**src/rtl/core/assert_macros.svh**
```systemverilog
// Assertion helpers shared by the RTL. Empty when SYNTHESIS is defined.
`ifndef ASSERT_MACROS_SVH
`define ASSERT_MACROS_SVH

`ifndef SYNTHESIS

// Property must hold at every clock edge outside reset.
`define RBD_ASSERT(lbl, clk, rst, prop) \
   lbl: assert property (@(posedge clk) disable iff (rst) (prop)) \
      else $error("assertion failed");

// Condition must never be true outside reset.
`define RBD_NEVER(lbl, clk, rst, cond) \
   lbl: assert property (@(posedge clk) disable iff (rst) !(cond)) \
      else $error("forbidden condition seen");

`else

`define RBD_ASSERT(lbl, clk, rst, prop)
`define RBD_NEVER(lbl, clk, rst, cond)

`endif

`endif

```
**src/rtl/core/rbd_pkg.sv**
```systemverilog
package rbd_pkg;

   // Stream format constants
   localparam logic [7:0] MAGIC_BYTE  = 8'h30;
   localparam logic [7:0] RUN_FLAG    = 8'h80;
   localparam logic [6:0] LEN_MASK    = 7'h7F;
   localparam logic [7:0] RUN_MIN     = 8'd3;
   localparam logic [7:0] LIT_MIN     = 8'd1;
   localparam logic [7:0] COUNT_MAX   = 8'd130;
   localparam logic [31:0] CAP_RESET  = 32'hFFFF_FFFF;

   // Decoder phases
   localparam logic [2:0] PH_HEADER  = 3'd0;
   localparam logic [2:0] PH_EXTSIZE = 3'd1;
   localparam logic [2:0] PH_FLAG    = 3'd2;
   localparam logic [2:0] PH_DATA    = 3'd3;
   localparam logic [2:0] PH_DONE    = 3'd4;

   // Result status codes
   localparam logic [2:0] ST_OK         = 3'd0;
   localparam logic [2:0] ST_BAD_HEADER = 3'd1;
   localparam logic [2:0] ST_OVER_CAP   = 3'd2;
   localparam logic [2:0] ST_OVERRUN    = 3'd3;
   localparam logic [2:0] ST_SHORT      = 3'd4;

   // One result item
   typedef struct packed {
      logic [7:0] out_byte;
      logic [7:0] out_count;
      logic       out_end;
      logic [2:0] out_status;
   } rsp_type;

endpackage

```
**src/rtl/core/rle_block_decoder.sv**
```systemverilog
// Run-length block decoder: takes a compressed stream one byte per transfer.
// Request channel (req_valid/req_stall): one stream byte and a last-byte mark.
// Response channel (rsp_valid/rsp_stall): at most one result per byte, giving
//   a byte value, its repeat count, an end mark and a status code.
// CSR channel (csr_valid/csr_ready): writes the output capacity; csr_ready is
//   always high. Write it only while no stream is in flight.
// Path: a byte accepted into the input register is decoded in a single pass
//   and its result is written to the response register, or to the skid
//   register while the response is held.
// Throughput: one byte per cycle while the skid register is empty, set by the
//   single decode pass from the input register to the response register, which
//   updates all header and block state in the same cycle.
// When the receiver stalls, the response is held and one further result is
//   kept in a skid register; req_stall rises only once that register is full,
//   and comes from flops alone.
// Reset (synchronous, active high): empties all registers, puts the decoder
//   at the magic byte and sets the capacity to all ones.
`include "assert_macros.svh"

module rle_block_decoder (
   input  logic        clock,
   input  logic        reset,
   // request channel
   input  logic        req_valid,
   output logic        req_stall,
   input  logic [7:0]  req_in_byte,
   input  logic        req_in_last,
   // response channel
   output logic        rsp_valid,
   input  logic        rsp_stall,
   output logic [7:0]  rsp_out_byte,
   output logic [7:0]  rsp_out_count,
   output logic        rsp_out_end,
   output logic [2:0]  rsp_out_status,
   // configuration channel
   input  logic        csr_valid,
   output logic        csr_ready,
   input  logic [31:0] csr_out_capacity
);

   // Configuration
   logic [31:0] cap_ff;

   // Input register
   logic        s1_valid_ff, s1_valid_in;
   logic [7:0]  s1_byte_ff;
   logic        s1_last_ff;

   // Decoder state
   logic [2:0]  phase_ff, phase_in;
   logic [1:0]  hidx_ff, hidx_in;
   logic [31:0] rem_ff, rem_in;
   logic [7:0]  left_ff, left_in;
   logic        run_ff, run_in;

   // Output register and skid
   logic              out_valid_ff, out_valid_in;
   logic              skid_valid_ff, skid_valid_in;
   rbd_pkg::rsp_type  out_ff, skid_ff, res;
   logic              res_valid;

   logic req_take, rsp_take, s1_fire;

   // Decode temporaries
   logic        fail;
   logic [2:0]  fail_status;
   logic        fin;
   logic        sz_check;
   logic [31:0] sz_val;
   logic [7:0]  cnt;
   logic [7:0]  left_next;
   logic [31:0] rem_next;
   logic [1:0]  hidx_m1;

   assign csr_ready = 1'b1;

   // Handshakes
   assign req_stall = s1_valid_ff & skid_valid_ff;
   assign req_take  = req_valid & ~req_stall;
   assign rsp_take  = out_valid_ff & ~rsp_stall;
   assign s1_fire   = s1_valid_ff & ~skid_valid_ff;

   assign rsp_valid      = out_valid_ff;
   assign rsp_out_byte   = out_ff.out_byte;
   assign rsp_out_count  = out_ff.out_count;
   assign rsp_out_end    = out_ff.out_end;
   assign rsp_out_status = out_ff.out_status;

   // Single-pass decode of the byte in the input register
   always_comb begin
      phase_in    = phase_ff;
      hidx_in     = hidx_ff;
      rem_in      = rem_ff;
      left_in     = left_ff;
      run_in      = run_ff;
      res         = '0;
      res_valid   = 1'b0;
      fail        = 1'b0;
      fail_status = rbd_pkg::ST_OK;
      fin         = 1'b0;
      sz_check    = 1'b0;
      sz_val      = rem_ff;
      hidx_m1     = hidx_ff - 2'd1;
      cnt         = 8'd0;
      left_next   = 8'd0;
      rem_next    = rem_ff;

      unique case (phase_ff)
         rbd_pkg::PH_HEADER: begin
            if (hidx_ff == 2'd0) begin
               if (s1_byte_ff != rbd_pkg::MAGIC_BYTE) begin
                  fail        = 1'b1;
                  fail_status = rbd_pkg::ST_BAD_HEADER;
               end else begin
                  hidx_in = 2'd1;
                  rem_in  = '0;
                  if (s1_last_ff) begin
                     fail        = 1'b1;
                     fail_status = rbd_pkg::ST_BAD_HEADER;
                  end
               end
            end else begin
               rem_in[{hidx_m1, 3'b000} +: 8] = s1_byte_ff;
               if (hidx_ff != 2'd3) begin
                  hidx_in = hidx_ff + 2'd1;
                  if (s1_last_ff) begin
                     fail        = 1'b1;
                     fail_status = rbd_pkg::ST_BAD_HEADER;
                  end
               end else if (rem_in[23:0] == 24'd0) begin
                  // zero short size: extended size follows
                  if (s1_last_ff) begin
                     fail        = 1'b1;
                     fail_status = rbd_pkg::ST_BAD_HEADER;
                  end else begin
                     phase_in = rbd_pkg::PH_EXTSIZE;
                     hidx_in  = 2'd0;
                  end
               end else begin
                  sz_check = 1'b1;
                  sz_val   = {8'd0, rem_in[23:0]};
               end
            end
         end
         rbd_pkg::PH_EXTSIZE: begin
            rem_in[{hidx_ff, 3'b000} +: 8] = s1_byte_ff;
            if (hidx_ff != 2'd3) begin
               hidx_in = hidx_ff + 2'd1;
               if (s1_last_ff) begin
                  fail        = 1'b1;
                  fail_status = rbd_pkg::ST_BAD_HEADER;
               end
            end else begin
               sz_check = 1'b1;
               sz_val   = rem_in;
            end
         end
         rbd_pkg::PH_FLAG: begin
            if ((s1_byte_ff & rbd_pkg::RUN_FLAG) != 8'd0) begin
               cnt = {1'b0, s1_byte_ff[6:0] & rbd_pkg::LEN_MASK} + rbd_pkg::RUN_MIN;
            end else begin
               cnt = {1'b0, s1_byte_ff[6:0] & rbd_pkg::LEN_MASK} + rbd_pkg::LIT_MIN;
            end
            if ({24'd0, cnt} > rem_ff) begin
               fail        = 1'b1;
               fail_status = rbd_pkg::ST_OVERRUN;
            end else begin
               left_in  = cnt;
               run_in   = s1_byte_ff[7];
               phase_in = rbd_pkg::PH_DATA;
               if (s1_last_ff) begin
                  fail        = 1'b1;
                  fail_status = rbd_pkg::ST_SHORT;
               end
            end
         end
         rbd_pkg::PH_DATA: begin
            cnt       = run_ff ? left_ff : 8'd1;
            left_next = run_ff ? 8'd0 : left_ff - 8'd1;
            rem_next  = rem_ff - {24'd0, cnt};
            res_valid = 1'b1;
            res.out_byte   = s1_byte_ff;
            res.out_count  = cnt;
            res.out_status = rbd_pkg::ST_OK;
            if (rem_next == 32'd0) begin
               res.out_end = 1'b1;
               fin         = 1'b1;
            end else if (s1_last_ff) begin
               res.out_end    = 1'b1;
               res.out_status = rbd_pkg::ST_SHORT;
               fin            = 1'b1;
            end else begin
               rem_in  = rem_next;
               left_in = left_next;
               if (left_next == 8'd0) begin
                  phase_in = rbd_pkg::PH_FLAG;
               end
            end
         end
         default: begin
            // done: drop bytes until the stream's last byte
            if (s1_last_ff) begin
               fin = 1'b1;
            end
         end
      endcase

      // declared size is complete
      if (sz_check) begin
         if (sz_val > cap_ff) begin
            fail        = 1'b1;
            fail_status = rbd_pkg::ST_OVER_CAP;
         end else if (sz_val == 32'd0) begin
            fail        = 1'b1;
            fail_status = rbd_pkg::ST_OK;
         end else begin
            rem_in   = sz_val;
            hidx_in  = 2'd0;
            phase_in = rbd_pkg::PH_FLAG;
            if (s1_last_ff) begin
               fail        = 1'b1;
               fail_status = rbd_pkg::ST_SHORT;
            end
         end
      end

      // pure status result
      if (fail) begin
         res_valid      = 1'b1;
         res            = '0;
         res.out_end    = 1'b1;
         res.out_status = fail_status;
         fin            = 1'b1;
      end

      // stream finished: clear and wait for next header or last byte
      if (fin) begin
         hidx_in  = 2'd0;
         rem_in   = '0;
         left_in  = 8'd0;
         run_in   = 1'b0;
         phase_in = s1_last_ff ? rbd_pkg::PH_HEADER : rbd_pkg::PH_DONE;
      end
   end

   // Input register and output queue control
   always_comb begin
      s1_valid_in   = req_take | (s1_valid_ff & ~s1_fire);
      out_valid_in  = out_valid_ff;
      skid_valid_in = skid_valid_ff;
      if (~out_valid_ff | rsp_take) begin
         if (skid_valid_ff) begin
            out_valid_in  = 1'b1;
            skid_valid_in = 1'b0;
         end else begin
            out_valid_in = s1_fire & res_valid;
         end
      end else if (s1_fire & res_valid) begin
         skid_valid_in = 1'b1;
      end
   end

   // Control registers
   always_ff @(posedge clock) begin
      if (reset) begin
         cap_ff        <= rbd_pkg::CAP_RESET;
         s1_valid_ff   <= 1'b0;
         out_valid_ff  <= 1'b0;
         skid_valid_ff <= 1'b0;
         phase_ff      <= rbd_pkg::PH_HEADER;
         hidx_ff       <= 2'd0;
         rem_ff        <= '0;
         left_ff       <= 8'd0;
         run_ff        <= 1'b0;
      end else begin
         if (csr_valid & csr_ready) begin
            cap_ff <= csr_out_capacity;
         end
         s1_valid_ff   <= s1_valid_in;
         out_valid_ff  <= out_valid_in;
         skid_valid_ff <= skid_valid_in;
         if (s1_fire) begin
            phase_ff <= phase_in;
            hidx_ff  <= hidx_in;
            rem_ff   <= rem_in;
            left_ff  <= left_in;
            run_ff   <= run_in;
         end
      end
   end

   // Payload registers
   always_ff @(posedge clock) begin
      if (req_take) begin
         s1_byte_ff <= req_in_byte;
         s1_last_ff <= req_in_last;
      end
      if (~out_valid_ff | rsp_take) begin
         if (skid_valid_ff) begin
            out_ff <= skid_ff;
         end else if (s1_fire & res_valid) begin
            out_ff <= res;
         end
      end else if (s1_fire & res_valid) begin
         skid_ff <= res;
      end
   end

   // Checks
   `RBD_NEVER(a_skid_needs_out, clock, reset, skid_valid_ff & ~out_valid_ff)
   `RBD_ASSERT(a_err_ends, clock, reset,
      (out_valid_ff && out_ff.out_status != rbd_pkg::ST_OK) |-> out_ff.out_end)
   `RBD_ASSERT(a_status_only, clock, reset,
      (out_valid_ff && out_ff.out_count == 8'd0) |-> (out_ff.out_end && out_ff.out_byte == 8'd0))
   `RBD_ASSERT(a_count_max, clock, reset,
      out_valid_ff |-> (out_ff.out_count <= rbd_pkg::COUNT_MAX))
   `RBD_ASSERT(a_block_live, clock, reset,
      (phase_ff == rbd_pkg::PH_DATA) |-> (left_ff != 8'd0 && rem_ff != 32'd0))

endmodule

```
**config.mk**
```make
export PLATFORM = sky130hd
export DESIGN_NAME = rle_block_decoder
export DESIGN_NICKNAME = d
export VERILOG_FILES = /design/src/rtl/core/rbd_pkg.sv /design/src/rtl/core/rle_block_decoder.sv
export VERILOG_INCLUDE_DIRS = /design/src /design/src/rtl/core
export SDC_FILE = /design/constraint.sdc
export NUM_CORES = 1
export LEC_CHECK = 0
export ABC_AREA = 1
export BUFFER_PORTS_ARGS = -buffer_cell sky130_fd_sc_hd__buf_2
export CAP_MARGIN = 10
export CORE_AREA = 5 5 201 203
export CTS_CLUSTER_DIAMETER = 200
export DETAILED_ROUTE_END_ITERATION = 10
export DIE_AREA = 0 0 206 208
export GPL_TIMING_DRIVEN = 0
export PLACE_DENSITY = 0.42
export SETUP_SLACK_MARGIN = 0.1
export SLEW_MARGIN = 25
export SYNTH_ARGS = -nofsm -noshare
export SYNTH_HDL_FRONTEND = slang
export SYNTH_SLANG_ARGS = --single-unit
```
**constraint.sdc**
```tcl
create_clock -name clock -period 19.18 [get_ports clock]
set_clock_uncertainty 0.2 [all_clocks]
set_input_delay 0 -clock clock [delete_from_list [all_inputs] [get_ports clock]]
set_output_delay 0 -clock clock [all_outputs]
set_load 0.05 [all_outputs]
```
==> reports/results.tsv <==
metric	value	unit
portBuffers	65	
crit_slowest_cell	nor2_4	
drtPass1Iterations	6	
clk_latency	480	ps
grt_max_degree	21	
synth_common_cells	nand2_1, nor2_1, inv_1	
place_area	0.0124	sq mm
design_area	0.0135	sq mm
clkPwrFrac	41.0	%
critPathMaxStageDelay	540	ps
pwr-share-comb	22.1	%
syn_nets	1883	
hold_path_end	cap_ff[18]$_SDFFE_PP1P_	
final_util	35.2	%
grt_pass1_wl	77.3	mm
async_flop_share	0	%
crit_path_end_kind	flop	
synth_top_area_cell	nand2_1	
whs_path_depth	3	
postCtsSetupBuffers	0	
drcViolationCount	0	
cp_common_cell	nand2_1	
fin_crit	7200	ps
post_cts_resized	0	
path_clk_slew	70	ps
status	finished, final reports clean	
antennaDiodeCount	0	
r2r_cells	32	
ys.flop_type	dfxtp_1	
maxSlewHeadroom	36.0	%
critPathMaxFanout	20	
grt_usage	24.0	%
setup_viol_count_final	0	
area_delta_synth_final	18.7	%
cts_sinks	130	
layout.nets	2019	
maxSlewViolCount	0	
syn_area	0.0114	sq mm
dieArea	0.0428	sq mm
hold_path_startpoint	csr_valid	
r2r-end	skid_ff[18]$_DFFE_PP_	
first_global_vias	12421	
drive_above_1_share	9.13	%
clockBufferDepth	2	
worstSetupPathType	flop to flop	
power_frac_seq	37.0	%
rows	72	
postSynthAreaPerCell	6.39	sq um
synth.top_cell.area_share	15.4	%
viasPerCell	5.31	
crit_required	19080	ps
root_buffer	clkbuf_16	
coreArea	0.0383	sq mm
dieWidth	206	um
netlist-cell-type-count	53	
ios	69	
gp_congestion	1.01	
hold_buffers	50	
holdCritPathClass	input pin to flop	
cts_buffers	17	
gr-total-overflow	0	
swShare	34.3	%
cts_tree	done	
cp.buffers_inverters	7	
reg2reg_from	hidx_ff[0]$_SDFFE_PP0P_	
arrival	7100	ps
wire_per_inst	21.4	um
setup_tns	0	ps
synth_seq_cells	130	
drtIter0Drc	1110	
hold_viol	0	
synth_most_common_cell	nand2_1	
fmax	139	MHz
cts_max_level	4	
vias	13000	
synth_edf_count	49	
worst_pin_slew	960	ps
antenna_left	0	
crit_family	simple AND/OR/NAND/NOR gates	
die_h	208	um
synthTopCellsByArea	nand2_1, dfxtp_1, edfxtp_1	
p_leak	0.00622	uW
rsz0062_at_grt	no	
internal-power	545	uW
critPathLaunchType	flop	
power_density	61.5	mW/mm^2
power_switching	285	uW
hpwl	41.8	mm
ys_seq_area_share	27.2	%
ir_drop	0.0000565	V
finalCritPeriodShare	37.5	%
postSynthCellCount	1779	
antenna_found_initial	0	
rrSetupSlack	11980	ps
ys_warn_count	0	
maxCapViolations	0	
initial_core_util	29.7	%
wirelength	52.4	mm
-- how the worst max path moves through the flow --
| stage | from | endpoint | slack, ps | cells past startpoint |
|---|---|---|---|---|
| 5_1_grt | hidx_ff[0]$_SDFFE_PP0P_ | skid_ff[18]$_DFFE_PP_ | 11660 | 32 |
| 6_report | hidx_ff[0]$_SDFFE_PP0P_ | skid_ff[18]$_DFFE_PP_ | 11980 | 32 |
| 2_1_floorplan | hidx_ff[0]$_SDFFE_PP0P_ | rsp_out_byte[0]$_DFFE_PP_ | 13160 | 35 |
| 4_1_cts | hidx_ff[0]$_SDFFE_PP0P_ | skid_ff[18]$_DFFE_PP_ | 12150 | 32 |
| 3_5_place_dp | hidx_ff[0]$_SDFFE_PP0P_ | skid_ff[12]$_DFFE_PP_ | 12210 | 32 |
| 3_3_place_gp | hidx_ff[0]$_SDFFE_PP0P_ | rsp_out_byte[0]$_DFFE_PP_ | 10400 | 32 |
-- stage by stage --
stage	worst slack (ps)	cells	total power [uW]	hold WS, ps
after global routing	11660	2446	870	41.9
after floorplan	13160	1779	423	-101
after global placement	10400	2362	483	-19.3
final	11980	2446	830	2.07
after CTS	12150	2446	836	0.726
after detailed placement	12210	2364	484	-17.1
-- state kept, by name (all words and copies together) (netlist names) --
register and cells:
rsp_valid 1, rsp_out_end 1, left_ff 8, phase_ff 3, rsp_out_status 3, s1_byte_ff 8
hidx_ff 2, s1_valid_ff 1, rsp_out_byte 8, skid_valid_ff 1, run_ff 1, rem_ff 32
skid_ff 20, rsp_out_count 8, cap_ff 32, s1_last_ff 1
-- power groups by stage --
stage	Combinational (uW)	Clock, uW	Sequential (uW)
floorplan	108	0	315
global placement	171	0	313
detailed placement	172	0	312
CTS	181	349	306
global route	202	361	307
finish	183	340	307
-- cell families after synthesis --
group           Yosys count  synth area share, %
compound gates          413                 21.5
xor+xnor                 32                 2.47
fa+ha+maj                58                 6.52
buf+inv                 303                 10.9
flops                   130                 27.2
other cells               1               0.0330
simple gates            842                 31.3
-- final cells by class --
type,count,area (sq um)
fillers,4218,24800
multi-input cells,1346,7060
flip-flops and latches,130,3090
repair buffers,117,861
inverters,191,722
well taps,518,648
plain buffers,112,517
clock buffers,19,454
clock inverters,13,135
-- per-layer routing --
layer  up-vias  share of wire [%]  track usage [%]  routed length (um)
met5         -                  0                0                   0
met1      6128                 46             32.9               23900
met2       488                 44             37.4               23200
li1       6271                  -                -                   -
met4         0                4.3             10.7                2240
met3       113                5.7             3.52                3010
-- tightest hold or removal path, cell delays in order --
cell      delay [ps]
clkbuf_1         190
clkbuf_1         260
o21ai_0          190
-- cells in the final DEF, fill, tap and decap left out, drive strengths merged, types with 6 or more instances in the layout --
| cell type | count |
|---|---|
| inv | 197 |
| edfxtp | 49 |
| a221oi | 30 |
| clkbuf | 90 |
| o2111ai | 6 |
| nor2 | 202 |
| a32oi | 12 |
| xor2 | 29 |
| dfxtp | 81 |
| o22ai | 38 |
| nand2 | 477 |
| dlygate4sd3 | 50 |
| o21ai | 120 |
| a31oi | 12 |
| nand4 | 19 |
| nand3b | 9 |
| a21oi | 148 |
| nor3 | 22 |
| ha | 56 |
| buf | 108 |
| nor4 | 7 |
| o211ai | 29 |
| nand3 | 105 |
(Power assumes the default switching activity.)
